`src/design/mts_pkg.sv`:
```
// Shared types and codes for the min-tracking stack.
`timescale 1ns / 1ps
`default_nettype none
package mts_pkg;

  // Default number of stack entries
  localparam int DEFAULT_STACK_DEPTH = 1024;

  // Request codes
  localparam logic [1:0] REQ_READ = 2'd0;
  localparam logic [1:0] REQ_PUSH = 2'd1;
  localparam logic [1:0] REQ_POP  = 2'd2;

  // Fault codes
  localparam logic [1:0] FAULT_NONE  = 2'd0;
  localparam logic [1:0] FAULT_FULL  = 2'd1;
  localparam logic [1:0] FAULT_EMPTY = 2'd2;

  // One stack entry: value and running minimum down to the bottom
  typedef struct packed {
    logic signed [31:0] value;
    logic signed [31:0] min_value;
  } entry_t;

  // Shift control broadcast to every cell
  typedef struct packed {
    logic push;
    logic pop;
  } shift_t;

endpackage
`default_nettype wire

```
`src/design/mts_cell.sv`:
```
// One stack cell: holds an entry and shifts with its neighbors.
`timescale 1ns / 1ps
`default_nettype none
module mts_cell (
  input  wire logic           clk,
  input  wire mts_pkg::shift_t ctl,
  input  wire mts_pkg::entry_t from_above,
  input  wire mts_pkg::entry_t from_below,
  output mts_pkg::entry_t      q
);

  // Shift down on push, up on pop, hold otherwise
  always_ff @(posedge clk) begin
    if (ctl.push) begin
      q <= from_above;
    end else if (ctl.pop) begin
      q <= from_below;
    end
  end

endmodule
`default_nettype wire

```
`config.mk`:
```
export PLATFORM = sky130hd
export DESIGN_NAME = mts_cell
export DESIGN_NICKNAME = d
export VERILOG_FILES = /design/src/design/mts_pkg.sv /design/src/design/mts_cell.sv
export SDC_FILE = /design/constraint.sdc
export NUM_CORES = 1
export LEC_CHECK = 0
export ABC_AREA = 1
export BUFFER_PORTS_ARGS = -buffer_cell sky130_fd_sc_hd__buf_2
export CAP_MARGIN = 0
export CORE_MARGIN = 2
export CORE_UTILIZATION = 42
export CTS_BUF_LIST = sky130_fd_sc_hd__clkbuf_4
export DETAILED_ROUTE_END_ITERATION = 10
export PLACE_DENSITY = 0.82
export SLEW_MARGIN = 20
export SYNTH_ARGS = -nofsm -noshare
export SYNTH_HDL_FRONTEND = slang
export SYNTH_SLANG_ARGS = --single-unit
```
`constraint.sdc`:
```
create_clock -name clk -period 2.35 [get_ports clk]
set_clock_uncertainty 0.05 [all_clocks]
set_input_delay 0.3525 -clock clk [delete_from_list [all_inputs] [get_ports clk]]
set_output_delay 0.3525 -clock clk [all_outputs]
set_load 0.02 [all_outputs]
```
* Yosys cells after proc, flatten, opt, wreduce, memory -nomap -nowiden
Cells that the tools add are included.
** Word-level totals
- Bits in registers :: 64
- Latch bits :: 0
- Bits in writable memories :: 0
- Memory bits (read-only) :: 0
- Input port bits :: 131
- Output and inout port bits :: 64
- Logic and storage cells :: 5
- Memories :: 0
** Cells by class
- $add $sub $neg :: 0
- Multiply operators :: 0
- Divide/modulo/power cells :: 0
- $lt $le $gt $ge :: 0
- Equal/unequal tests :: 0
- Shifts and indexed selects :: 0
- Mux-type cells :: 2
- Bitwise gates (word level) :: 0
- Reductions and logical operators :: 1
** Operator list (number)
- $mux 64 :: 2
- $reduce_bool 2->1 :: 1

* Logic depth before layout (Yosys ltp)
- Word-level depth :: 2
- Gate-level depth with buffers :: 4

* Worst setup path before layout
No wires, ideal clock.
- Path kind :: input to register
- From :: input port ctl[1] (netlist name)
- To :: register q[0] (netlist name), enable pin
- Library setup time :: 394 ps
- Data arrival time :: 1319 ps
- Setup slack :: 587 ps
- Stages on the path :: 2
- Path through :: buf_6 > or2_2
** On the way
- Cells in the longest elaborated chain, start to end :: 1
** Ends and longest elaborated chain
- from (decl) :: line mts_cell.sv:6 : input wire mts_pkg::shift_t ctl,
- $reduce_bool 2->1 (no line)
- to (signal assigned) :: line mts_cell.sv:15 : q <= from_above;
- to (signal assigned) :: line mts_cell.sv:17 : q <= from_below;
- to (decl) :: line mts_cell.sv:9 : output mts_pkg::entry_t q
No other way between the ends.
A chain may end at the register's enable or synchronous reset.

* Worst setup path after layout
- From :: register q[7] (netlist name)
- To :: output port q[7] (netlist name)
No word-level cell between the ends.

==> summary.md <==
| Metric | Value |
|---|---|
| Status | `complete, no violations` |
| Critical path cell sequence | `buf_2` |
| Yosys Warn Count | `0` |
| Vias per cell | `4.55` |
| Sw frac | `0.269` |
| Crit path arrival time | `0.95 ns` |
| Post-synthesis area per instance | `10.2 µm²` |
| Family with the most delay on the worst path | `flip-flops` |
| RD Place Congestion | `0.737` |
| Rows | `29` |
| Min cycle time layout | `1.35 ns` |
| Internal | `0.00194 W` |
| Number of global-route vias before repair | `2368` |
| Setup TNS | `0 ns` |
| Largest net degree at the start of global routing | `65` |
| PD cells | `684 mW/mm²` |
| Max Freq | `739 MHz` |
| CTS H-Tree Depth | `3` |
| Clock sink count | `64` |
| Cell variety after synth | `6` |
| Metal3 WL | `538 µm` |
| Place WS | `0.698 ns` |
| CP Launch Point | `q[7]` |
| Hold_ws | `0.196 ns` |
| CTS Buf Count | `9` |
| Multi-input combinational cell area | `727 µm²` |
| Initial antenna violation count | `0` |
| Synth Instances | `271` |
| Area Overhead vs Synth | `40.6%` |
| DRT iter0 DRCs | `106` |
| Post-DR wirelength/cell | `12.1 µm` |
| HP Start | `from_below[58]` |
| Crit path capture type | `primary output` |
| Clock Power Share | `0.256` |
| CP Launch Type | `register` |
| GRT Util Overall | `0.184` |
| Worst Tran Pin Value | `0.953 ns` |
| Post-route clock period utilization | `0.575` |
| Port Buffers | `194` |
| Largest register FFs | `64` |
| Met1 WL | `2480 µm` |
| Hold_buf cts | `0` |
| Chip height | `85.0 µm` |
| Slew HR | `0.364` |
| CTS max path bufs | `2` |
| # Post-CTS Setup Buffers | `0` |
| Sequential Power Share | `0.541` |
| Drt total wl | `6650 µm` |
| CP bufs+invs | `1` |
| Power, Total | `0.00265 W` |
| CTS clk-pin slew, worst paths | `0.09 ns` |
| Die ar. | `0.00722 mm²` |
| Hold Crit Class | `input port to register` |
| RSZ-0062 raised after global routing | `no` |
| Met2 wire len | `3540 µm` |
| Highest Signal Layer | `met4` |
| Post-DRT Antenna Nets | `0` |
| Critical path's slowest cell | `edfxtp_1` |
| DRC | `0` |
| Core area | `0.00635 mm²` |
| Crit Path Max Fanout | `1` |
| Post-synthesis register bit count | `64` |
| Top Registers | `q: 64 flops` |
| CP Class | `register to primary output` |
| Starting Density | `0.434` |
| Drt pass-1 iters | `6` |
| Total gr overflow | `0` |
| Max cap viols | `0` |
| Fin cells | `548` |
| ANT cells | `0` |
| Final net count | `597` |
| Syn Nets | `402` |
| DP HPWL | `5060 µm` |
| CP peak stage delay | `0.41 ns` |
| Critical Path RT | `1.95 ns` |
| Layout filler cell count | `559` |
| Max Slew Vio Count | `0` |
| Register area | `0.00192 mm²` |
| Vias post-DR | `2495` |
| Setup violators final | `0` |
| Cell Area, Synth | `0.00276 mm²` |
| Final worst slack | `0.998 ns` |
| I/O pins | `195` |
| Peak VDD IR | `0.330 mV` |
| Final Hold Vio Count | `0` |
| Most flops, register | `q` |
| Post-placement cell count | `532` |
| Sequential-to-total area share from yosys stat | `0.698` |
| Share of layout cells above drive strength 1 | `0.452` |
| Sw Pwr | `0.000713 W` |
| Die width | `85.0 µm` |
| Leakage power | `2.09 nW` |
| First-pass GRT wire length | `10300 µm` |
| TritonCTS clock tree | `done` |
| Post_cts resized | `0` |
| Combinational cell fraction of total power | `0.203` |
| Clock root buffer | `clkbuf_4` |
-- per-layer routing --
metal	GRT usage	up-vias
met2	0.344	127
met1	0.193	1102
met4	0.0765	0
met3	0.0496	8
met5	0	-
li1	-	1258
-- synthesized netlist by cell type --
cell type	number	area share
inv_2	1	0.0014
edfxtp_1	64	0.70
or2_2	1	0.0023
buf_2	7	0.013
buf_6	6	0.025
nand2_1	192	0.26
-- power groups by stage --
stage	combinational (W)	sequential (W)	clock, W
after floorplan	0.000126	0.00163	0
after global placement	0.000530	0.00145	0
after detailed placement	0.000543	0.00146	0
after CTS	0.000543	0.00144	0.000708
after global routing	0.000585	0.00144	0.000763
final	0.000537	0.00143	0.000680
-- kinds of logic (layout without fill, tap and decap cells) --
family        after synthesis  count (layout)  synth area share
simple gates              193             193             0.264
flops                      64              64             0.698
buf+inv                    14             214            0.0386
-- cells in the final DEF, fill, tap and decap left out --
master and count:
bufinv_16 1, inv_2 1, nand2_1 192, clkinv_2 2, or2_2 1, buf_2 194
clkbuf_4 11, clkinv_1 2, buf_4 3, edfxtp_1 64
-- worst paths after layout --
path	to	slack (ns)	cells after the start
worst min-delay path	q[58]	0.20	3
worst max-delay path	q[7]	1.0	1
-- metrics by stage --
step / util / area [µm²]
floorplan: - / 2760
global placement: 0.589 / 3740
detailed placement: 0.589 / 3740
CTS: 0.610 / 3870
global route: 0.610 / 3870
finish: 0.610 / 3870
-- worst min-delay path, stage by stage --
cell,delay (ns)
buf_2,0.07
nand2_1,0.04
nand2_1,0.04
-- cell type report --
class                           instances  area share
Clock buffer                           11      0.0213
Clock inverter                          5      0.0123
Inverter                                1    0.000969
Multi-Input combinational cell        193       0.188
Sequential cell                        64       0.496
Tap cell                               77      0.0249
Timing Repair Buffer                  197       0.257
No activity file was read; power rests on OpenSTA's default activity.
